[src/rtl/twp_pkg.sv]
`timescale 1ns / 1ps
package twp_pkg;
  localparam int TW = 31;
  localparam logic [TW-1:0] TMAX = {TW{1'b1}};

  typedef enum logic [1:0] {
    ACT_BEGIN = 2'd0,
    ACT_LOAD  = 2'd1,
    ACT_PRED  = 2'd2,
    ACT_EMIT  = 2'd3
  } action_t;

  typedef enum logic [1:0] {
    ST_OK       = 2'd0,
    ST_EMPTY    = 2'd1,
    ST_PLAN_OVF = 2'd2,
    ST_WIN_OVF  = 2'd3
  } status_t;

  typedef enum logic [2:0] {
    S_IDLE,
    S_SHIFT,
    S_READ,
    S_TEST,
    S_SVC0,
    S_SVC1,
    S_EMIT
  } state_t;

  typedef struct packed {
    logic [TW-1:0] a;
    logic [TW-1:0] b;
  } add_req_t;

  function automatic logic [TW-1:0] sat_add(input logic [TW-1:0] a, input logic [TW-1:0] b);
    logic [TW:0] s;
    s = {1'b0, a} + {1'b0, b};
    sat_add = s[TW] ? TMAX : s[TW-1:0];
  endfunction
endpackage

[src/rtl/twp_adder.sv]
`timescale 1ns / 1ps
module twp_adder
  import twp_pkg::*;
(
  input  add_req_t      req,
  output logic [TW-1:0] sum
);
  assign sum = sat_add(req.a, req.b);
endmodule

[src/rtl/time_window_propagation.sv]
`timescale 1ns / 1ps
// Time window propagation for one route stop. Words on s_axis carry an action in tuser:
// begin latches travel/service and clears tables, load appends a customer window, a
// predecessor word shifts the departure window by travel time and tests it in order against the
// stored windows, emit streams the plan list on m_axis with tlast on the final entry.
// Begin and load complete in the idle state; a predecessor word adds travel time to the
// early and late departure, then per stored window reads, tests and, where the window is
// kept, adds service time twice, all sums going through one shared saturating adder; an
// emit gives one registered output word per plan entry (one for an empty list). The block
// takes no word while a predecessor or emit is in progress or an output word waits.
module time_window_propagation
  import twp_pkg::*;
#(
  parameter int MAX_WINDOWS = 8,
  parameter int MAX_PLANS   = 16
) (
  input  logic         clk,
  input  logic         rst,
  input  logic         s_axis_tvalid,
  output logic         s_axis_tready,
  // travel_time, service_time, win_early, win_late, pred_early_departure,
  // pred_late_departure; 186 bits, pad to 192
  input  logic [191:0] s_axis_tdata,
  // action
  input  logic [1:0]   s_axis_tuser,
  output logic         m_axis_tvalid,
  input  logic         m_axis_tready,
  // early_arrival, late_arrival, early_departure, late_departure, wait_amount,
  // over_amount; 186 bits, pad to 192
  output logic [191:0] m_axis_tdata,
  output logic         m_axis_tlast,
  // status
  output logic [1:0]   m_axis_tuser
);
  localparam int WAW = (MAX_WINDOWS > 1) ? $clog2(MAX_WINDOWS) : 1;
  localparam int WCW = $clog2(MAX_WINDOWS + 1);
  localparam int PAW = (MAX_PLANS > 1) ? $clog2(MAX_PLANS) : 1;
  localparam int PCW = $clog2(MAX_PLANS + 1);

  logic [TW-1:0] window_open [MAX_WINDOWS];
  logic [TW-1:0] window_close [MAX_WINDOWS];
  logic [TW-1:0] plan_mem [MAX_PLANS][6];

  state_t state, state_next;
  logic [WCW-1:0] window_count;
  logic [PCW-1:0] plan_count, plan_count_next;
  logic [1:0] overflow_flags, overflow_flags_next;
  logic [TW-1:0] travel_latched, service_latched;
  logic [TW-1:0] ea, la, op, cl, a0, a1, d0, wt, ov;
  logic [TW-1:0] head_wait, head_over;
  logic [WCW-1:0] widx;
  logic [PCW-1:0] eidx;
  logic [0:0] shift_phase;
  logic feasible;
  logic do_append;
  logic [PAW-1:0] wr_addr;
  add_req_t add_req;
  logic [TW-1:0] add_sum;
  logic out_valid, out_last;
  logic [1:0] out_status;
  logic [TW-1:0] out_data [6];
  logic take;
  action_t act;

  twp_adder u_add (.req(add_req), .sum(add_sum));

  assign act = action_t'(s_axis_tuser);
  assign s_axis_tready = (state == S_IDLE) && !out_valid;
  assign take = s_axis_tvalid && s_axis_tready;
  assign wr_addr = plan_count_next[PAW-1:0];

  always_comb begin
    add_req.a = ea;
    add_req.b = service_latched;
    case (state)
      S_SHIFT: begin
        add_req.a = shift_phase[0] ? la : ea;
        add_req.b = travel_latched;
      end
      S_SVC0: add_req.a = a0;
      S_SVC1: add_req.a = a1;
      default: ;
    endcase
  end

  always_comb begin
    state_next = state;
    plan_count_next = plan_count;
    overflow_flags_next = overflow_flags;
    do_append = 1'b0;
    case (state)
      S_IDLE: begin
        if (take) begin
          case (act)
            ACT_BEGIN: begin
              plan_count_next = '0;
              overflow_flags_next = '0;
            end
            ACT_LOAD: if (window_count >= WCW'(MAX_WINDOWS)) overflow_flags_next[1] = 1'b1;
            ACT_PRED: state_next = S_SHIFT;
            ACT_EMIT: state_next = S_EMIT;
            default: ;
          endcase
        end
      end
      S_SHIFT: if (shift_phase[0]) state_next = S_READ;
      S_READ: state_next = (widx < window_count) ? S_TEST : S_IDLE;
      S_TEST: begin
        state_next = S_READ;
        if (la < op) begin
          if (feasible) state_next = S_IDLE;
          else if (plan_count == '0 || head_over != '0 || (op - la) < head_wait) begin
            plan_count_next = '0;
            state_next = S_SVC0;
          end
        end else if (ea > cl) begin
          if (!feasible && (plan_count == '0 || (head_wait == '0 && (ea - cl) < head_over))) begin
            plan_count_next = '0;
            state_next = S_SVC0;
          end
        end else begin
          if (!feasible) plan_count_next = '0;
          state_next = S_SVC0;
        end
      end
      S_SVC0: state_next = S_SVC1;
      S_SVC1: begin
        state_next = S_READ;
        if (plan_count >= PCW'(MAX_PLANS)) begin
          overflow_flags_next[0] = 1'b1;
        end else begin
          do_append = 1'b1;
          plan_count_next = plan_count + 1'b1;
        end
      end
      S_EMIT: begin
        if (!out_valid || m_axis_tready) begin
          if (plan_count == '0 || eidx + 1'b1 >= plan_count) state_next = S_IDLE;
        end
      end
      default: state_next = S_IDLE;
    endcase
    if (state == S_SVC1) plan_count_next = do_append ? plan_count + 1'b1 : plan_count;
  end

  always_ff @(posedge clk) begin
    if (rst) begin
      state <= S_IDLE;
      window_count <= '0;
      plan_count <= '0;
      overflow_flags <= '0;
      travel_latched <= '0;
      service_latched <= '0;
      out_valid <= 1'b0;
      feasible <= 1'b0;
    end else begin
      state <= state_next;
      plan_count <= plan_count_next;
      overflow_flags <= overflow_flags_next;
      if (take && act == ACT_BEGIN) begin
        window_count <= '0;
        travel_latched <= s_axis_tdata[30:0];
        service_latched <= s_axis_tdata[61:31];
      end
      if (take && act == ACT_LOAD && window_count < WCW'(MAX_WINDOWS))
        window_count <= window_count + 1'b1;
      if (state == S_SHIFT && shift_phase[0])
        feasible <= (plan_count > PCW'(1)) ||
                    (plan_count == PCW'(1) && head_wait == '0 && head_over == '0);
      if (state == S_TEST && !(la < op) && !(ea > cl)) feasible <= 1'b1;
      if (state == S_EMIT && (!out_valid || m_axis_tready)) out_valid <= 1'b1;
      else if (out_valid && m_axis_tready) out_valid <= 1'b0;
    end
  end

  always_ff @(posedge clk) begin
    if (take && act == ACT_LOAD && window_count < WCW'(MAX_WINDOWS)) begin
      window_open[window_count[WAW-1:0]] <= s_axis_tdata[92:62];
      window_close[window_count[WAW-1:0]] <= s_axis_tdata[123:93];
    end
    if (take) begin
      widx <= '0;
      eidx <= '0;
      shift_phase <= '0;
      ea <= s_axis_tdata[154:124];
      la <= s_axis_tdata[185:155];
    end
    if (state == S_SHIFT) begin
      shift_phase <= shift_phase + 1'b1;
      if (shift_phase[0]) la <= add_sum;
      else ea <= add_sum;
    end
    if (state == S_READ) begin
      op <= window_open[widx[WAW-1:0]];
      cl <= window_close[widx[WAW-1:0]];
      widx <= widx + 1'b1;
    end
    if (state == S_TEST) begin
      wt <= '0;
      ov <= '0;
      if (ea <= cl) begin
        if (la >= op) begin
          a0 <= (ea > op) ? ea : op;
          a1 <= (la < cl) ? la : cl;
        end else begin
          a0 <= op;
          a1 <= la;
          wt <= op - la;
        end
      end else begin
        a0 <= ea;
        a1 <= ea;
        ov <= ea - cl;
      end
    end
    if (state == S_SVC0) d0 <= add_sum;
    if (do_append) begin
      plan_mem[wr_addr - 1'b1][0] <= (wt != '0) ? a1 : a0;
      plan_mem[wr_addr - 1'b1][1] <= a1;
      plan_mem[wr_addr - 1'b1][2] <= d0;
      plan_mem[wr_addr - 1'b1][3] <= (wt != '0) ? d0 : add_sum;
      plan_mem[wr_addr - 1'b1][4] <= wt;
      plan_mem[wr_addr - 1'b1][5] <= ov;
      if (wr_addr == PAW'(1)) begin
        head_wait <= wt;
        head_over <= ov;
      end
    end
    if (state == S_IDLE && take && act == ACT_BEGIN) begin
      head_wait <= '0;
      head_over <= '0;
    end
    if (state == S_EMIT && (!out_valid || m_axis_tready)) begin
      if (plan_count == '0) begin
        for (int i = 0; i < 6; i++) out_data[i] <= '0;
        out_last <= 1'b1;
        out_status <= overflow_flags[1] ? ST_WIN_OVF : ST_EMPTY;
      end else begin
        for (int i = 0; i < 6; i++) out_data[i] <= plan_mem[eidx[PAW-1:0]][i];
        out_last <= (eidx + 1'b1 >= plan_count);
        out_status <= overflow_flags[1] ? ST_WIN_OVF :
                      (overflow_flags[0] ? ST_PLAN_OVF : ST_OK);
      end
      eidx <= eidx + 1'b1;
    end
  end

  assign m_axis_tvalid = out_valid;
  assign m_axis_tlast = out_last;
  assign m_axis_tuser = out_status;
  assign m_axis_tdata = {6'd0, out_data[5], out_data[4], out_data[3], out_data[2],
                         out_data[1], out_data[0]};
endmodule
[config.mk]
export PLATFORM = sky130hd
export DESIGN_NAME = time_window_propagation
export DESIGN_NICKNAME = d
export VERILOG_FILES = /design/src/rtl/twp_pkg.sv /design/src/rtl/twp_adder.sv /design/src/rtl/time_window_propagation.sv
export SDC_FILE = /design/constraint.sdc
export NUM_CORES = 2
export LEC_CHECK = 0
export BUFFER_PORTS_ARGS = -buffer_cell sky130_fd_sc_hd__buf_4
export CORE_ASPECT_RATIO = 0.75
export CORE_MARGIN = 5
export CORE_UTILIZATION = 35
export DETAILED_ROUTE_END_ITERATION = 6
export GPL_TIMING_DRIVEN = 0
export HOLD_SLACK_MARGIN = 0.02
export PLACE_DENSITY = 0.46
export SLEW_MARGIN = 40
export SYNTH_ARGS = -nofsm -noshare
export SYNTH_HDL_FRONTEND = slang
export SYNTH_SLANG_ARGS = --single-unit
[constraint.sdc]
create_clock -name clk -period 23.9 [get_ports clk]
set_clock_uncertainty 0.15 [all_clocks]
set_input_delay 2.39 -clock clk [delete_from_list [all_inputs] [get_ports clk]]
set_output_delay 2.39 -clock clk [all_outputs]
set_load 0.02 [all_outputs]
* Word level (Yosys, flattened, before mapping) *
Memory sizes are Yosys's and may differ from the RTL's. A register that Yosys moved wholly into a read port is not among the register bits.
Index checks and enable logic that the tools add are counted.

storage, ports and cells
  flip-flop bits (word level) = 370
  memory bits (writable) = 3658
  input bits = 198
  output and inout port bits = 197
  word-level logic and storage cells = 214
  memories = 4

cells by class
  add/subtract/negate cells = 9
  order comparisons = 14
  equality and inequality tests = 26
  multiplexer cells = 82
  bitwise gates (word level) = 7
  reductions and logical operators = 48

memory list
  memory        words  bits a word  read ports  clocked after memory_dff  wr ports  RTL line                       RTL
  plan_mem      16     186          1           1                         1         time_window_propagation.sv:42  logic [TW-1:0] plan_mem [MAX_PLANS][6];
  window_close  8      31           1           1                         1         time_window_propagation.sv:41  logic [TW-1:0] window_close [MAX_WINDOWS];
  window_open   8      31           1           1                         1         time_window_propagation.sv:40  logic [TW-1:0] window_open [MAX_WINDOWS];
  out_data      6      31           6           0                         6         time_window_propagation.sv:61  logic [TW-1:0] out_data [6];

operators by type and width
  kind                 number
  $mux 31              23
  $lt 31x31->1         4
  $pmux 31 s3          1
  $gt 31x31->1         2
  $logic_not 31->1     2
  $reduce_bool 31->1   2
  $sub 31x31->31       2
  $mux 5               12
  $add 31x31->32       1
  $ge 31x31->1         1
  $le 31x31->1         1
  $mux 3               9
  $mux 1               22
  $pmux 3 s7           1
  $mux 4               5
  $logic_and 1x1->1    16
  $reduce_bool 2->1    8
  $ne 2x2->1 const B   7
  $ne 4x4->1 const B   3
  $add 5x1->5 const B  2
  $mux 2               5
  $pmux 5 s2           1
  $eq 3x3->1 const B   3
  $add 4x1->4 const B  2
  33 further kinds     51

* Depth between registers and ports, before layout *
  depth in word-level cells = 12
  gate-level depth with buffers = 23
  depth with buffers taken out = 23

* By module *
A second synthesis with hierarchy kept.

second synthesis, totals
  cell total of the unflattened synthesis = 8112
  area, all modules = 163135.2 um^2

modules (own cells, without submodules)
  module                   times used  cells an instance  area each (um^2)  sequential area each (um^2)
  time_window_propagation  1           7847               161369.8          120875.9
  twp_adder                1           265                1765.4            0.0

* Worst setup path after synthesis *
Ideal clock, no wire load.

  path kind = register -> register
  start = register op[0], read port of window_open
  end = memory plan_mem[4][0] (netlist name), enable pin
  setup time = 959 ps
  arrival = 16508 ps
  data required time = 22791 ps
  path slack = 6283 ps
  stages on the path, launching flop included = 23
  path buffers = 0
  period minus slack after synthesis = 17617 ps
  cell sequence = edfxtp_1 inv_1 ha_1 inv_1 fa_1 a21o_1 nor2b_1 o211ai_1 a21o_1 nand4_1 a41oi_1 nor2b_1 o31ai_1 xor2_1 ha_1 and4_1 a221oi_1 and3_1 a211o_1 o21bai_1 a2111o_1 nand2_4 nor3_1

on the way
  longest elaborated chain between the ends = 9
  elaborated cells on any way between the ends = 10
  classes of those cells = add/sub: 2; order compare: 2; mux: 5; reduce/logical: 1

RTL lines
  what              RTL line                        RTL
  start, declared   time_window_propagation.sv:49   logic [TW-1:0] ea, la, op, cl, a0, a1, d0, wt, ov;
  $sub 31x31->31    time_window_propagation.sv:112  else if (plan_count == '0 || head_over != '0 || (op - la) < head_wait) begin
  $lt 31x31->1      time_window_propagation.sv:112
  $logic_or 1x1->1  time_window_propagation.sv:112
  $mux 5            time_window_propagation.sv:112
  $mux 5            time_window_propagation.sv:111  if (feasible) state_next = S_IDLE;
  $mux 5 (*)        time_window_propagation.sv:110  if (la < op) begin
  $pmux 5 s2 (*)    time_window_propagation.sv:91   case (state)
  $mux 5 (*)        time_window_propagation.sv:143  if (state == S_SVC1) plan_count_next = do_append ? plan_count + 1'b1 : plan_count;
  $sub 4x1->4 (*)   -
  end, declared     time_window_propagation.sv:42

Mark *: on every way between the ends. The rest lies on a longest branch, timed or not. The select of a mux whose other input is x is not followed.

* Worst setup path after layout *
  start = register ea[0]
  end = memory plan_mem[5][185] (netlist name), enable pin

on the way
  longest elaborated chain between the ends = 11
  elaborated cells on any way between the ends = 12
  classes of those cells = add/sub: 2; order compare: 2; mux: 5; reduce/logical: 3

RTL lines
  what                    RTL line                        RTL
  start, declared         time_window_propagation.sv:49
  start signal, assigned  time_window_propagation.sv:185  ea <= s_axis_tdata[154:124];
  start signal, assigned  time_window_propagation.sv:191  else ea <= add_sum;
  $sub 31x31->31          time_window_propagation.sv:117  if (!feasible && (plan_count == '0 || (head_wait == '0 && (ea - cl) < head_over))) begin
  $lt 31x31->1            time_window_propagation.sv:117
  $logic_and 1x1->1       time_window_propagation.sv:117
  $logic_or 1x1->1        time_window_propagation.sv:117
  $logic_and 1x1->1       time_window_propagation.sv:117
  $mux 5                  time_window_propagation.sv:117
  $mux 5 (*)              time_window_propagation.sv:116  end else if (ea > cl) begin
  $mux 5 (*)              time_window_propagation.sv:110
  $pmux 5 s2 (*)          time_window_propagation.sv:91
  $mux 5 (*)              time_window_propagation.sv:143
  $sub 4x1->4 (*)         -

Marks and branches as above.

==> results_dict.tcl <==
set metrics [dict create \
    async_flop_share_pct 0 \
    die_y_um 601 \
    fp.dieW_um 798 \
    clk_path_buf_depth 4 \
    fin_crit_ns 9.58 \
    hp-class "reg -> reg" \
    synth-edff-count 3888 \
    cp.required_ns 24.43 \
    timing.rr.start "ea[0]$_DFF_P_" \
    yosysSeqAreaShare_pct 74.1 \
    ant_nets 0 \
    ys_ff_latch 4094 \
    drtPass1Iterations 7 \
    grt_pass1_wl_um 746000 \
    top_usage_layer "met2" \
    violations "design-rule violations" \
    drive_above_1_share_pct 31.4 \
    postSynthCellCount 8184 \
    use_met2_pct 34.9 \
    whs_ns 0.302 \
    cts-root-buf "clkbuf_16" \
    path_clk_slew_ns 0.07 \
    critical_path.endpoint_type "flop" \
    coreArea_um2 465000 \
    slew_viol_final 0 \
    hold_path_depth 2 \
    start_kind "flop" \
    tightest_slew_ns 1.01 \
    cts_tree "yes" \
    io_pins 395 \
    route.vias.total 88000 \
    crit_family "compound AO/OA/AOI/OAI gates" \
    worstSetupPathType "reg -> reg" \
    yosysMostFrequentCell "edfxtp_1" \
    critPathSlowestCell "o311ai_0" \
    drt-total-wl_um 546000 \
    rsz0062_at_grt "false" \
    holdBufCountCts 0 \
    io_buffers 381 \
    yosys_warnings 0 \
    ff2ff_path_depth 33 \
    start_util_pct 35.1 \
    r2r_slack_ns 14.32 \
    netlist_area_um2 163000 \
    avgViaCountPerCell 5.44 \
    hold_viol 0 \
    finalNetCount 9997 \
    synth_top_area_share_pct 71.6 \
    fmax_mhz 104 \
    wl_per_cell_um 33.7 \
    yosys-top-cells-count "edfxtp_1, mux4_2, nand2_1, clkbuf_1, a21oi_1" \
    min_to "travel_latched[12]$_SDFFE_PP0P_" \
    met3_usage_pct 3.87 \
    grt_overflow 0 \
    grt_util_met1_pct 32.2 \
    cellPowerDensity_nw_per_um2 95.1 \
    cp_num_buf_inv 14 \
    drv_cap 0 \
    hold_start "travel_latched[12]$_SDFFE_PP0P_" \
    grt_antenna_before_repair 71 \
    slew_headroom_pct 32.4 \
    drc 2 \
    clock_sinks 4094 \
    die_area_um2 480000 \
    numCtsBuffers 423 \
    htree_levels 5 \
    drt-initial-drc-count 9429 \
    crit_top_cell "buf_4" \
    yosysUniqueCellTypes 79 \
    grt_max_degree 63 \
    cts_resized 0 \
    syn_area_per_cell_um2 19.9 \
    yosys.area.top_type "edfxtp_1" \
    areaGrowthSynthToFinish_pct 20.0 \
    p_leak_uw 0.0643 \
    status "complete, but fails checks" \
    hpwl_um 399000 \
    grt.total_usage_pct 22.3 \
    yosys-top-cells-area "edfxtp_1, mux4_2, dfxtp_1" \
    gp_congestion 0.956 \
    r2r-end "plan_mem[5][185]$_DFFE_PP_" \
    grt_pass1_vias 88500 \
    crit_arrival_ns 10.10 \
    post-cts-setup-buffers 0 \
    slowest_delay_ns 0.70 \
    period_share_pct 40.1 \
    ir_drop_mv 0.0662 \
    num_rows 217 \
    tns_ns 0 \
    setup_viol_count_final 0 \
    worstSkewPairLatency_ns 1.01 \
    synth-main-ff-cell "edfxtp_1" \
    cp_max_fo 9 \
]
-- sequential cells by signal, indices dropped and copies added, names as in the netlist, 186 cells and up, named ones only --
name	cells
window_open	248
plan_mem	2976
window_close	248
out_data	186
-- worst max path at each step --
stage / from / to / slack, ns / depth (start not counted)
5_1_grt: ea[0]$_DFF_P_ / plan_mem[5][183]$_DFFE_PP_ / 14.14 / 33
4_1_cts: ea[0]$_DFF_P_ / plan_mem[5][181]$_DFFE_PP_ / 14.55 / 33
3_3_place_gp: ea[0]$_DFF_P_ / plan_mem[6][185]$_DFFE_PP_ / -17.73 / 21
6_report: ea[0]$_DFF_P_ / plan_mem[5][185]$_DFFE_PP_ / 14.32 / 33
3_5_place_dp: ea[0]$_DFF_P_ / plan_mem[5][185]$_DFFE_PP_ / 14.63 / 33
2_1_floorplan: op[0]$_DFFE_PP_ / plan_mem[4][0]$_DFFE_PP_ / 6.28 / 22
-- cells in the final DEF, fill, tap and decap left out, types with 111 or more instances in the layout --
master,Yosys,layout
and3_1,238,238
nand2_1,391,391
inv_1,227,225
buf_4,9,571
nor2_1,188,157
clkbuf_2,0,174
clkbuf_1,336,247
mux4_2,1054,1054
o21ai_0,158,158
buf_8,0,138
edfxtp_1,3888,3888
clkbuf_16,0,430
buf_2,21,178
ha_1,229,229
dfxtp_1,206,206
buf_16,0,111
a21oi_1,302,275
mux2_2,156,156
-- worst min-delay path: cells and delay by family (launching register included) --
family / cells / cell delay [ns]
AO/OA/AOI/OAI: 1 / 0.05
flip-flops: 1 / 0.31
AND/OR/NAND/NOR: 1 / 0.05
-- logic make-up after synthesis --
family	after synthesis	share of synthesized area, %
simple gates	1116	3.36
other cells	1	0.00230
flops	4094	74.1
compound gates	750	2.84
buf+inv	652	1.54
fa+ha+maj	232	1.79
mux	1255	15.9
xor+xnor	84	0.451
-- stage by stage --
stage	worst slack (ns)	cell area, um^2	cells	utilization [%]	power [uW]
after CTS	14.55	195000	16100	42.0	18800
after floorplan	6.28	163000	8189	-	10600
final	14.32	196000	16200	42.1	18600
after global routing	14.14	196000	16200	42.1	19300
after global placement	-17.73	174000	14800	37.4	12100
after detailed placement	14.63	182000	15400	39.1	12200
-- power by group --
part | switching, uW | internal, uW | leakage (uW)
Combinational | 2360 | 1500 | 0.0214
Clock | 2860 | 3660 | 0.00655
Sequential | 248 | 7990 | 0.0364
-- layout make-up --
cell class / instances / area (um^2)
Tap cell: 6241 / 7810
Clock buffer: 529 / 11200
Antenna cell: 38 / 95.1
Multi-Input combinational cell: 3443 / 40100
Sequential cell: 4094 / 121000
Clock inverter: 246 / 2340
Fill cell: 40700 / 269000
Inverter: 227 / 862
Timing Repair Buffer: 953 / 10500
Buffer: 425 / 2000
-- per-layer routing --
layer,share of wire [%],up-vias
li1,-,36500
met1,44,47600
met2,46,3190
met3,6.5,715
met4,3.3,30
met5,0.034,-
(Power assumes the default switching activity.)
